## src/design/tpt_pkg.sv

```systemverilog
// Shared types and constants of the tape position tracker.
// Used by tpt_exec and tape_position_tracker_top; depends on nothing.
package tpt_pkg;

    localparam int MAX_FILES = 64;
    localparam int FILE_W    = 6;
    localparam int FT_W      = 7;
    localparam int BLK_W     = 16;
    localparam logic [BLK_W-1:0] MAX_BLOCKS = 16'hFFFF;

    typedef enum logic [3:0] {
        MODE_STATUS = 4'd0,
        MODE_REWIND = 4'd1,
        MODE_NOP    = 4'd2,
        MODE_EOM    = 4'd3,
        MODE_WEOF   = 4'd4,
        MODE_FSF    = 4'd5,
        MODE_BSF    = 4'd6,
        MODE_FSR    = 4'd7,
        MODE_BSR    = 4'd8,
        MODE_READ   = 4'd9,
        MODE_WRITE  = 4'd10,
        MODE_UNSUP  = 4'd11
    } mode_t;

    typedef enum logic [2:0] {
        OUT_OK       = 3'd0,
        OUT_NEGATIVE = 3'd1,
        OUT_HIT_END  = 3'd2,
        OUT_UNSUP    = 3'd3,
        OUT_FILEMARK = 3'd4,
        OUT_FULL     = 3'd5
    } outcome_t;

    // Current position plus the cached block count of the current file.
    typedef struct packed {
        logic [FT_W-1:0]   ft;
        logic [FILE_W-1:0] pf;
        logic [BLK_W-1:0]  pb;
        logic [BLK_W-1:0]  size;
    } pos_t;

    typedef struct packed {
        pos_t              pos;
        outcome_t          outcome;
        logic              rd_en;
        logic              pb_from_mem;
        logic              wr_en;
        logic [FILE_W-1:0] wr_addr;
        logic [BLK_W-1:0]  wr_data;
        logic              cut;
    } plan_t;

endpackage

```

## src/design/tpt_ram.sv

```systemverilog
// Generic single-port-write, single-port-read RAM with registered read data.
// No dependencies.
module tpt_ram #(
    parameter int WIDTH = 16,
    parameter int DEPTH = 64
) (
    input  logic                     clk,
    input  logic                     we,
    input  logic [$clog2(DEPTH)-1:0] waddr,
    input  logic [WIDTH-1:0]         wdata,
    input  logic                     re,
    input  logic [$clog2(DEPTH)-1:0] raddr,
    output logic [WIDTH-1:0]         rdata
);

    logic [WIDTH-1:0] mem_reg [DEPTH];
    logic [WIDTH-1:0] rdata_reg;

    always_ff @(posedge clk)
    begin
        if (we)
        begin
            mem_reg[waddr] <= wdata;
        end
        if (re)
        begin
            rdata_reg <= mem_reg[raddr];
        end
    end

    assign rdata = rdata_reg;

endmodule

```

## src/design/tpt_exec.sv

```systemverilog
// Operation planner: from one command beat and the current position it works out
// the new position, the outcome and the table access. Depends on tpt_pkg.
module tpt_exec (
    input  logic [3:0]    mode,
    input  logic [31:0]   count,
    input  tpt_pkg::pos_t pos,
    output tpt_pkg::plan_t plan
);

    logic                        neg;
    logic [tpt_pkg::FILE_W-1:0]  room;
    logic [tpt_pkg::FILE_W-1:0]  want;
    logic                        over;
    logic [tpt_pkg::FT_W-1:0]    files_ahead;
    logic [tpt_pkg::BLK_W:0]     blocks_ahead;
    logic [tpt_pkg::FILE_W-1:0]  last_file;

    assign neg          = count[31];
    assign room         = tpt_pkg::FILE_W'(tpt_pkg::MAX_FILES - 1) - pos.pf;
    assign over         = count > 32'(room);
    assign want         = neg ? '0 : (over ? room : count[tpt_pkg::FILE_W-1:0]);
    assign files_ahead  = pos.ft - {1'b0, pos.pf};
    assign blocks_ahead = {1'b0, pos.size} - {1'b0, pos.pb};
    assign last_file    = tpt_pkg::FILE_W'(pos.ft - tpt_pkg::FT_W'(1));

    always_comb
    begin
        plan             = '0;
        plan.pos         = pos;
        plan.outcome     = tpt_pkg::OUT_OK;
        plan.wr_addr     = pos.pf;
        plan.wr_data     = pos.pb;
        case (tpt_pkg::mode_t'(mode))
            tpt_pkg::MODE_STATUS, tpt_pkg::MODE_NOP:
            begin
            end
            tpt_pkg::MODE_REWIND:
            begin
                plan.pos.pf = '0;
                plan.pos.pb = '0;
                plan.rd_en  = 1'b1;
            end
            tpt_pkg::MODE_EOM:
            begin
                plan.pos.pf      = last_file;
                plan.rd_en       = 1'b1;
                plan.pb_from_mem = 1'b1;
            end
            tpt_pkg::MODE_WEOF:
            begin
                // Truncate at the current block, then append empty files.
                plan.wr_en = 1'b1;
                plan.cut   = 1'b1;
                if (!neg && over)
                begin
                    plan.outcome = tpt_pkg::OUT_FULL;
                end
                plan.pos.ft = {1'b0, pos.pf} + tpt_pkg::FT_W'(1) + {1'b0, want};
                if (want != '0)
                begin
                    plan.pos.pf   = pos.pf + want;
                    plan.pos.pb   = '0;
                    plan.pos.size = '0;
                end
                else
                begin
                    plan.pos.size = pos.pb;
                end
            end
            tpt_pkg::MODE_FSF:
            begin
                if (neg)
                begin
                    plan.outcome = tpt_pkg::OUT_NEGATIVE;
                end
                else if (count < 32'(files_ahead))
                begin
                    plan.pos.pf = pos.pf + count[tpt_pkg::FILE_W-1:0];
                    plan.pos.pb = '0;
                    plan.rd_en  = 1'b1;
                end
                else
                begin
                    plan.pos.pf      = last_file;
                    plan.rd_en       = 1'b1;
                    plan.pb_from_mem = 1'b1;
                    plan.outcome     = tpt_pkg::OUT_HIT_END;
                end
            end
            tpt_pkg::MODE_BSF:
            begin
                if (neg)
                begin
                    plan.outcome = tpt_pkg::OUT_NEGATIVE;
                end
                else
                begin
                    plan.pos.pb = '0;
                    plan.rd_en  = 1'b1;
                    if (count <= 32'(pos.pf))
                    begin
                        plan.pos.pf = pos.pf - count[tpt_pkg::FILE_W-1:0];
                    end
                    else
                    begin
                        plan.pos.pf  = '0;
                        plan.outcome = tpt_pkg::OUT_HIT_END;
                    end
                end
            end
            tpt_pkg::MODE_FSR:
            begin
                if (neg)
                begin
                    plan.outcome = tpt_pkg::OUT_NEGATIVE;
                end
                else if (count <= 32'(blocks_ahead))
                begin
                    plan.pos.pb = pos.pb + count[tpt_pkg::BLK_W-1:0];
                end
                else
                begin
                    plan.pos.pb  = pos.size;
                    plan.outcome = tpt_pkg::OUT_HIT_END;
                end
            end
            tpt_pkg::MODE_BSR:
            begin
                if (neg)
                begin
                    plan.outcome = tpt_pkg::OUT_NEGATIVE;
                end
                else if (count <= 32'(pos.pb))
                begin
                    plan.pos.pb = pos.pb - count[tpt_pkg::BLK_W-1:0];
                end
                else
                begin
                    plan.pos.pb  = '0;
                    plan.outcome = tpt_pkg::OUT_HIT_END;
                end
            end
            tpt_pkg::MODE_READ:
            begin
                if (pos.pb >= pos.size)
                begin
                    plan.outcome = tpt_pkg::OUT_FILEMARK;
                    if ({1'b0, pos.pf} + tpt_pkg::FT_W'(1) < pos.ft)
                    begin
                        plan.pos.pf = pos.pf + tpt_pkg::FILE_W'(1);
                        plan.pos.pb = '0;
                        plan.rd_en  = 1'b1;
                    end
                end
                else
                begin
                    plan.pos.pb = pos.pb + tpt_pkg::BLK_W'(1);
                end
            end
            tpt_pkg::MODE_WRITE:
            begin
                plan.wr_en  = 1'b1;
                plan.cut    = 1'b1;
                plan.pos.ft = {1'b0, pos.pf} + tpt_pkg::FT_W'(1);
                if (pos.pb == tpt_pkg::MAX_BLOCKS)
                begin
                    plan.outcome  = tpt_pkg::OUT_FULL;
                    plan.pos.size = pos.pb;
                end
                else
                begin
                    plan.pos.pb   = pos.pb + tpt_pkg::BLK_W'(1);
                    plan.pos.size = pos.pb + tpt_pkg::BLK_W'(1);
                    plan.wr_data  = pos.pb + tpt_pkg::BLK_W'(1);
                end
            end
            default:
            begin
                plan.outcome = tpt_pkg::OUT_UNSUP;
            end
        endcase
    end

endmodule

```

## src/design/tape_position_tracker_top.sv

```systemverilog
// Tape position tracker: block counts per file in a RAM, position in registers.
// Depends on tpt_pkg, tpt_exec and tpt_ram.
// An accepted command beat is planned in S_IDLE, which registers the plan and issues
// the table access; S_RESP takes the read data and registers the result beat once
// the output is free. No new command is taken until that result beat is registered.
// Reset: position and file count clear at once; per-file valid bits make every
// file read as empty, so no clearing pass is needed.
module tape_position_tracker_top (
    input  logic        clk,
    input  logic        rst_n,
    input  logic        s_tvalid,
    output logic        s_tready,
    input  logic [39:0] s_tdata,   // mode[3:0], count[35:4], zero pad[39:36]
    output logic        m_tvalid,
    input  logic        m_tready,
    output logic [31:0] m_tdata    // outcome[2:0], file_number[8:3], block_number[24:9],
                                   // at_start[25], at_file_end[26], at_tape_end[27], pad
);

    typedef enum logic {
        S_IDLE,
        S_RESP
    } state_t;

    state_t                          state_reg;
    tpt_pkg::pos_t                   pos_reg;
    tpt_pkg::plan_t                  pend_reg;
    logic [tpt_pkg::MAX_FILES-1:0]   valid_reg;
    logic [tpt_pkg::MAX_FILES-1:0]   valid_next;
    logic                            rd_valid_reg;
    logic                            m_tvalid_reg;
    logic [31:0]                     m_tdata_reg;

    tpt_pkg::plan_t                  plan;
    logic [tpt_pkg::BLK_W-1:0]       rdata;
    logic                            accept;
    logic                            out_free;
    logic                            leave;
    tpt_pkg::pos_t                   final_pos;
    logic                            fe;

    assign s_tready = (state_reg == S_IDLE);
    assign accept   = s_tvalid && s_tready;
    assign out_free = !m_tvalid_reg || m_tready;
    assign leave    = (state_reg == S_RESP) && out_free;

    tpt_exec u_exec (
        .mode  (s_tdata[3:0]),
        .count (s_tdata[35:4]),
        .pos   (pos_reg),
        .plan  (plan)
    );

    tpt_ram #(
        .WIDTH (tpt_pkg::BLK_W),
        .DEPTH (tpt_pkg::MAX_FILES)
    ) u_ram (
        .clk   (clk),
        .we    (accept && plan.wr_en),
        .waddr (plan.wr_addr),
        .wdata (plan.wr_data),
        .re    (accept && plan.rd_en),
        .raddr (plan.pos.pf),
        .rdata (rdata)
    );

    // A truncating write drops every file behind the current one.
    always_comb
    begin
        valid_next = valid_reg;
        for (int i = 0; i < tpt_pkg::MAX_FILES; i++)
        begin
            if (plan.cut && (i > int'(plan.wr_addr)))
            begin
                valid_next[i] = 1'b0;
            end
        end
        if (plan.wr_en)
        begin
            valid_next[plan.wr_addr] = 1'b1;
        end
    end

    always_comb
    begin
        final_pos = pend_reg.pos;
        if (pend_reg.rd_en)
        begin
            final_pos.size = rd_valid_reg ? rdata : '0;
        end
        if (pend_reg.pb_from_mem)
        begin
            final_pos.pb = final_pos.size;
        end
    end

    assign fe = (final_pos.pb == final_pos.size);

    always_ff @(posedge clk or negedge rst_n)
    begin
        if (!rst_n)
        begin
            state_reg    <= S_IDLE;
            pos_reg      <= '{ft: tpt_pkg::FT_W'(1), default: '0};
            valid_reg    <= '0;
            m_tvalid_reg <= 1'b0;
            m_tdata_reg  <= '0;
            pend_reg     <= '0;
            rd_valid_reg <= 1'b0;
        end
        else
        begin
            case (state_reg)
                S_IDLE:
                begin
                    if (accept)
                    begin
                        pend_reg   <= plan;
                        pos_reg.pf <= plan.pos.pf;
                        pos_reg.ft <= plan.pos.ft;
                        valid_reg  <= valid_next;
                        if (plan.rd_en)
                        begin
                            rd_valid_reg <= valid_reg[plan.pos.pf];
                        end
                        state_reg <= S_RESP;
                    end
                end
                S_RESP:
                begin
                    if (leave)
                    begin
                        pos_reg.pb   <= final_pos.pb;
                        pos_reg.size <= final_pos.size;
                        m_tdata_reg  <= {4'b0000,
                                         fe && ({1'b0, final_pos.pf} + tpt_pkg::FT_W'(1)
                                                == final_pos.ft),
                                         fe,
                                         (final_pos.pf == '0) && (final_pos.pb == '0),
                                         final_pos.pb,
                                         final_pos.pf,
                                         pend_reg.outcome};
                        state_reg    <= S_IDLE;
                    end
                end
                default:
                begin
                    state_reg <= S_IDLE;
                end
            endcase
            if (leave)
            begin
                m_tvalid_reg <= 1'b1;
            end
            else if (m_tready)
            begin
                m_tvalid_reg <= 1'b0;
            end
        end
    end

    assign m_tvalid = m_tvalid_reg;
    assign m_tdata  = m_tdata_reg;

    // The current file always lies on the tape.
    a_file_in_range: assert property (@(posedge clk) disable iff (!rst_n)
        ({1'b0, pos_reg.pf} < pos_reg.ft))
        else $error("current file beyond file count");

    // While idle, the block position never passes the cached size of its file.
    a_block_in_range: assert property (@(posedge clk) disable iff (!rst_n)
        (state_reg == S_IDLE) |-> (pos_reg.pb <= pos_reg.size))
        else $error("block position beyond end of file");

    // A result beat only appears after the response cycle of a command.
    a_result_source: assert property (@(posedge clk) disable iff (!rst_n)
        $rose(m_tvalid) |-> $past(state_reg == S_RESP))
        else $error("result beat without a command");

    // A command is taken only when no other command is in flight.
    a_one_in_flight: assert property (@(posedge clk) disable iff (!rst_n)
        accept |=> (state_reg == S_RESP))
        else $error("command accepted out of turn");

endmodule

```

## config.mk

```make
export PLATFORM = sky130hd
export DESIGN_NAME = tape_position_tracker_top
export DESIGN_NICKNAME = d
export VERILOG_FILES = /design/src/design/tpt_pkg.sv /design/src/design/tpt_ram.sv /design/src/design/tpt_exec.sv /design/src/design/tape_position_tracker_top.sv
export SDC_FILE = /design/constraint.sdc
export NUM_CORES = 2
export LEC_CHECK = 0
export ABC_AREA = 1
export BUFFER_PORTS_ARGS = -buffer_cell sky130_fd_sc_hd__buf_2
export CORE_MARGIN = 1
export CORE_UTILIZATION = 55
export CTS_CLUSTER_SIZE = 25
export DETAILED_ROUTE_END_ITERATION = 12
export PLACE_DENSITY = 0.69
export SYNTH_ARGS = -nofsm -noshare
export SYNTH_HDL_FRONTEND = slang
export SYNTH_SLANG_ARGS = --single-unit
```

## constraint.sdc

```tcl
create_clock -name clk -period 5.45 [get_ports clk]
set_input_delay 0.2725 -clock clk [delete_from_list [all_inputs] [get_ports clk]]
set_output_delay 0.2725 -clock clk [all_outputs]
set_load 0.05 [all_outputs]
```

---- After elaboration in Yosys (flattened, before gate mapping) ----
Memories as Yosys holds them, arrays and structs flattened. A register that Yosys moved wholly into a read port is not among the register bits.
Index checks and enable logic that the tools add are counted.
storage, ports and cells
  flip-flop bits (word level) ............. 184
  RAM bits ................................ 1024
  input bits .............................. 44
  word-level logic and storage cells ...... 323
  memories kept ........................... 1
operators by class
  add/subtract/negate cells ............... 13
  $lt $le $gt $ge ......................... 73
  equality and inequality tests ........... 13
  multiplexer cells ....................... 119
  bitwise logic cells ..................... 2
  reductions and logical operators ........ 86
memory list
  memory         depth  width  rd ports  clocked after memory_dff  wr ports  line           text
  u_ram.mem_reg  64     16     1         1                         1         tpt_ram.sv:16  logic [WIDTH-1:0] mem_reg [DEPTH];
operators by type and width
  operator                                                             count
  6-bit > comparator, first input constant                             32
  16-bit two-way mux                                                   12
  16-bit one-hot mux with 8 select lines                               1
  5-bit by 6-bit > comparator with 1-bit output, first input constant  16
  22-bit two-way mux                                                   4
  1-bit two-way mux                                                    75
  1-bit logical AND                                                    71
  64-bit two-way mux                                                   1
  64-bit OR                                                            1
  4-bit by 6-bit > comparator with 1-bit output, first input constant  8
  6-bit one-hot mux with 6 select lines                                1
  32-bit by 6-bit > comparator with 1-bit output                       1
  32-bit by 16-bit <= comparator with 1-bit output                     1
  32-bit by 17-bit <= comparator with 1-bit output                     1
  32-bit by 6-bit <= comparator with 1-bit output                      1
  32-bit by 7-bit less-than comparator with 1-bit output               1
  16-bit one-hot mux with 2 select lines                               1
  6-bit two-way mux                                                    5
  3-bit by 6-bit > comparator with 1-bit output, first input constant  4
  3-bit one-hot mux with 8 select lines                                1
  3-bit two-way mux                                                    6
  16-bit by 16-bit subtractor with 17-bit output                       1
  16-bit by 1-bit adder with 16-bit output, second input constant      1
  16-bit adder                                                         1
  other kinds (41)                                                     59

---- Logic depth before layout (Yosys ltp) ----
  depth in word-level cells ............... 9
  depth in mapped cells ................... 35
  gate-level depth less buffers ........... 33

---- Cells and area by module ----
From an unflattened synthesis, not the netlist that was laid out.
unflattened totals
  cell total of the unflattened synthesis .. 5977
  area total of the unflattened synthesis .. 58379.7 µm²
by module, submodules not included
  module                     instances  cells each  area an instance (µm²)  sequential area each (µm²)
  tpt_ram                    1          3517        42259.3                 31230.0
  tape_position_tracker_top  1          1093        8345.5                  4055.1
  tpt_exec                   1          1367        7775.0                  0.0

---- Worst setup path before layout ----
Ideal clock, no wire load.
  kind .................................... register to register
  start point ............................. register final_pos[33] (netlist name)
  end point ............................... register u_ram.rdata_reg[10] (netlist: u_ram.rdata[10]), read port of u_ram.mem_reg, data pin
  arrival time ............................ 4.554 ns
  required time ........................... 5.196 ns
  path slack .............................. 0.643 ns
  stages on the path, launching flop included .. 30
  path buffers ............................ 4
  period minus slack after synthesis ...... 4.807 ns
  path through ............................ dfrtp_1 > clkbuf_1 > inv_1 > fa_1 > a21oi_1 > o21ai_0 > a21o_1 > a21oi_1 > xor2_1 > ha_1 > inv_1 > nor2_1 > nand3_1 > nand3_1 > nor3_1 > nand2_1 > clkbuf_1 > o211ai_1 > o211ai_1 > nand4_1 > nor2_1 > nand2_1 > nand2_1 > clkbuf_1 > clkbuf_1 > o211ai_1 > nand3_1 > nand3_1 > nand3_1 > nand2_1
RTL lines
  element        line           text
  end, declared  tpt_ram.sv:17  logic [WIDTH-1:0] rdata_reg;

---- Worst setup path after layout ----
  start point ............................. register pos_reg[38] (netlist name)
  end point ............................... register u_ram.rdata_reg[2] (netlist: u_ram.rdata[2]), read port of u_ram.mem_reg, data pin
on the way
  cells in the longest elaborated chain, start to end .. 5
RTL lines
  element                                                                                             line                                             text
  start, declared                                                                                     tape_position_tracker_top.sv:26                  tpt_pkg::pos_t pos_reg;
  7-bit by 6-bit subtractor with 7-bit output / 7-bit less-than comparator (equally long branches)    tpt_exec.sv:22, tpt_exec.sv:148
  32-bit by 7-bit less-than comparator with 1-bit output / 1-bit two-way mux (equally long branches)  tpt_exec.sv:76, tpt_exec.sv:148
  6-bit two-way mux / 4-bit two-way mux (equally long branches)                                       tpt_exec.sv:76, tpt_exec.sv:145
  22-bit two-way mux / 1-bit one-hot mux with 4 select lines (equally long branches)                  tpt_exec.sv:72, tpt_exec.sv:33
  6-bit one-hot mux with 6 select lines / 1-bit logical AND (equally long branches)                   tpt_exec.sv:33, tape_position_tracker_top.sv:62
Several ways; a longest one is shown, not always the timed one.
A chain may end at the register's enable or synchronous reset.

==> flow_summary.json <==
{
  "hold_path.class": "input pin to flop",
  "power.net_switching_uw": 13500,
  "post_synth_and_or_nand_nor_area_fraction_pct": 12.4,
  "numClockSinks": 1202,
  "area_share_of_the_leading_cell_type_in_the_synthesized_netlist_pct": 54.5,
  "count_of_flip_flops_with_a_built_in_enable_after_synthesis": 1040,
  "seq_area_frac_synth_pct": 61.6,
  "clk_latency_ps": 740,
  "critical_path_arrival_ps": 5700,
  "number_of_flip_flops_in_the_largest_register": 1024,
  "report.final.hold_viol_count": 0,
  "timing.critical_path.mode_cell": "nand3_1",
  "tritonroute_pass_1_iters": 6,
  "max_freq_ghz": 0.191,
  "cell_with_the_largest_stage_delay_on_the_worst_path": "fa_1",
  "layout.nets": 5604,
  "drtIter0Drc": 5531,
  "ys_seq_elements": 1202,
  "status": "finished, final reports clean",
  "synthDistinctLibCells": 62,
  "floorplan.io_pins": 78,
  "wire_per_inst_um": 25.2,
  "leakage_uw": 0.0246,
  "synth_mux_area_share_pct": 0,
  "die_height_um": 325,
  "grt_overflow_total": 0,
  "grt_usage_pct": 32.0,
  "critical_path_cell_count": 32,
  "synthAdderAreaFrac_pct": 3.16,
  "whs_ps": 72.9,
  "synth_xor_xnor_area_share_pct": 0.917,
  "buffer_ports.inserted": 69,
  "dpl.cell_count": 6660,
  "design_power_total_uw": 34100,
  "grt_max_degree": 73,
  "antenna_cells": 0,
  "die_w_um": 325,
  "total_die_area_um2": 105000,
  "gpl.final_weighted_congestion": 1.02,
  "total_non_filler_cell_area_in_the_finished_layout_um2": 65400,
  "dp.final_hpwl_um": 110000,
  "worstPathBufferInverterCount": 6,
  "drv.max_cap_violation_count": 0,
  "p_clk_share_pct": 24.3,
  "grt_pass1_wl_um": 253000,
  "final_min_period_over_clock_period_pct": 95.8,
  "worst_slack_ps": 227,
  "asyncSetResetFlopFracSynth_pct": 13.5,
  "fraction_of_layout_instances_using_a_drive_strength_above_1_pct": 14.6,
  "post_layout_nonfiller_instances": 6901,
  "initial_core_util_pct": 55.4,
  "internal_pwr_total_uw": 20600,
  "pwr_density_cell_nw_per_um2": 521,
  "h-tree-depth": 3,
  "power.share.sequential_pct": 35.0,
  "synth_largest_area_cell": "edfxtp_1",
  "critPathTopFamily": "simple AND/OR/NAND/NOR gates",
  "clock_tree_from_tritoncts": "done",
  "antenna_violations_before_repair": 1,
  "worst_ep_required_time_ps": 5920,
  "final-max-slew-violation-count": 0,
  "timing.clock.skew_ps": 43.3,
  "yosysWarnings": 0,
  "critical_path.startpoint_type": "flop",
  "endpoint_kind": "flop",
  "relSlewSlack_pct": 8.22,
  "vdd.ir_drop.worst_mv": 0.334,
  "timing.hold.worst_path_depth": 6,
  "drt_wl_total_um": 174000,
  "clk_path_buf_depth": 3,
  "final_critical_delay_including_setup_and_external_delays_ps": 5220,
  "timing_worst_slew_pin_value_ps": 1370,
  "clk_root_buffer_cell": "clkbuf_16",
  "worst-path-max-fanout": 30,
  "synth_area_um2": 57300,
  "drt.antenna.violating_nets": 0,
  "finalSetupViolCount": 0,
  "dpl_worst_slack_ps": 76.1,
  "vias_per_cell": 6.10,
  "reg2reg_depth": 32,
  "area_growth_syn_to_layout_pct": 14.1,
  "netSwitchingFraction_pct": 39.5,
  "vias_in_the_first_global_route": 39800,
  "via_count": 42100,
  "syn-mean-instance-area_um2": 11.0,
  "route.detailed.drc": 0,
  "tritoncts.num_buffers": 119,
  "cts.clk_slew.worst_paths_ps": 60,
  "core_area_um2": 103000,
  "critPathKind": "flop to flop",
  "crit_path_max_incr_delay_ps": 420,
  "place_area_um2": 60900,
  "leading_register_cell_type_out_of_synthesis": "edfxtp_1",
  "placementRows": 118,
  "comb_power_share_pct": 40.7,
  "netlist_top_cells_area": "edfxtp_1 55%, dfrtp_1 7.0%, o211ai_1 5.4%",
  "synth_cells": 5228,
  "synth_compound_gate_area_share_pct": 15.6,
  "synth_top_family_by_area": "compound AO/OA/AOI/OAI gates"
}
[power by group through the flow]
| stage | clock network (uW) | registers [uW] | logic (uW) |
|---|---|---|---|
| after floorplan | 0 | 12300 | 7820 |
| after global placement | 0 | 12100 | 13000 |
| after detailed placement | 0 | 12100 | 13200 |
| after CTS | 8350 | 11900 | 13300 |
| after global routing | 8680 | 12000 | 14800 |
| final | 8290 | 11900 | 13900 |
[metal layers]
metal  share of wire (%)  track usage, %  vias to the layer above  wire length, um
met1                  40            43.9                    20300            69200
met3                 9.1            4.55                      347            15800
li1                    -               -                    19100                -
met5                   0               0                        -                0
met4                 5.1            15.7                        0             8910
met2                  46            50.3                     2298            79800
[through the flow]
stage | util, % | TNS, ps
CTS | 62.7 | 0
finish | 63.2 | 0
floorplan | - | 0
global route | 63.2 | -98.9
global placement | 58.9 | 0
detailed placement | 58.9 | 0
[layout by cell type (no fill, tap or decap), drive strengths merged, types with 8 or more instances in the layout]
cell and count:
a211oi 9, a21oi 161, a221oi 12, a31oi 16, buf 375, bufinv 14, clkbuf 156, clkinv 69
dfrtp 161, edfxtp 1040, fa 8, ha 132, inv 514, nand2 600, nand3 375, nand3b 18
nand4 17, nor2 488, nor3 34, nor4 9, o211ai 525, o21ai 516, o21bai 16, o22ai 49
o31ai 8, or2 90, xnor2 9, xor2 51
[cell type report]
cell class / instances / area (um^2)
Inverter: 522 / 2000
Multi-Input combinational cell: 3186 / 18800
Clock buffer: 145 / 3140
Clock inverter: 77 / 771
Tap cell: 1380 / 1730
Sequential cell: 1202 / 35300
Fill cell: 8070 / 38000
Timing Repair Buffer: 389 / 3610
[logic make-up (layout without fill, tap and decap cells)]
| logic type | count (synthesis) | in the layout |
|---|---|---|
| xor+xnor | 60 | 60 |
| other cells | 1 | 4 |
| simple gates | 1635 | 1635 |
| compound gates | 1347 | 1347 |
| fa+ha+maj | 140 | 140 |
| buf+inv | 843 | 1133 |
| flops | 1202 | 1202 |
[synthesized netlist by cell type, types with 40 or more instances]
cell type / instances
xor2_1: 51
o22ai_1: 49
dfrtp_1: 161
o211ai_1: 411
a21oi_1: 160
inv_1: 496
o211ai_2: 114
nand3_1: 372
or2_0: 44
nor2_1: 481
o21ai_0: 515
clkbuf_1: 169
nand2_1: 593
edfxtp_1: 1040
ha_1: 132
or2_2: 40
buf_2: 91
[worst reg2reg max path, delay by kind of cell (launching register included)]
kind / cells / cell delay, ps
XOR/XNOR: 1 / 170
flip-flops: 1 / 390
buffers and inverters: 6 / 800
AO/OA/AOI/OAI: 7 / 900
AND/OR/NAND/NOR: 15 / 1870
adder cells (fa/ha/maj): 3 / 820
[path summary, 6_finish.rpt]
| path | from | slack, ps | end |
|---|---|---|---|
| min reg2reg | valid_reg[0]$_DFFE_PN0P_ | 470 | valid_reg[0]$_DFFE_PN0P_ |
| max in group asynchronous | rst_n | 3890 | valid_reg[42]$_DFFE_PN0P_ |
| min | s_tdata[2] | 70 | pend_reg[28]$_DFFE_PN0P_ |
| max | pos_reg[38]$_DFFE_PN1P_ | 230 | u_ram.rdata[2]$_DFFE_PP_ |
| max reg2reg | pos_reg[38]$_DFFE_PN1P_ | 230 | u_ram.rdata[2]$_DFFE_PP_ |
| min in group asynchronous | rst_n | 120 | m_tdata[5]$_DFFE_PN0P_ |
[what timing repair did]
action                                  4_1_cts  5_1_grt
hold endpoints to repair                     75        0
endpoints found under the setup margin        0       19
resized for setup                             0       52
setup buffers                                 0        6
hold buffers                                  3        0
No activity file was read; power rests on OpenSTA's default activity.
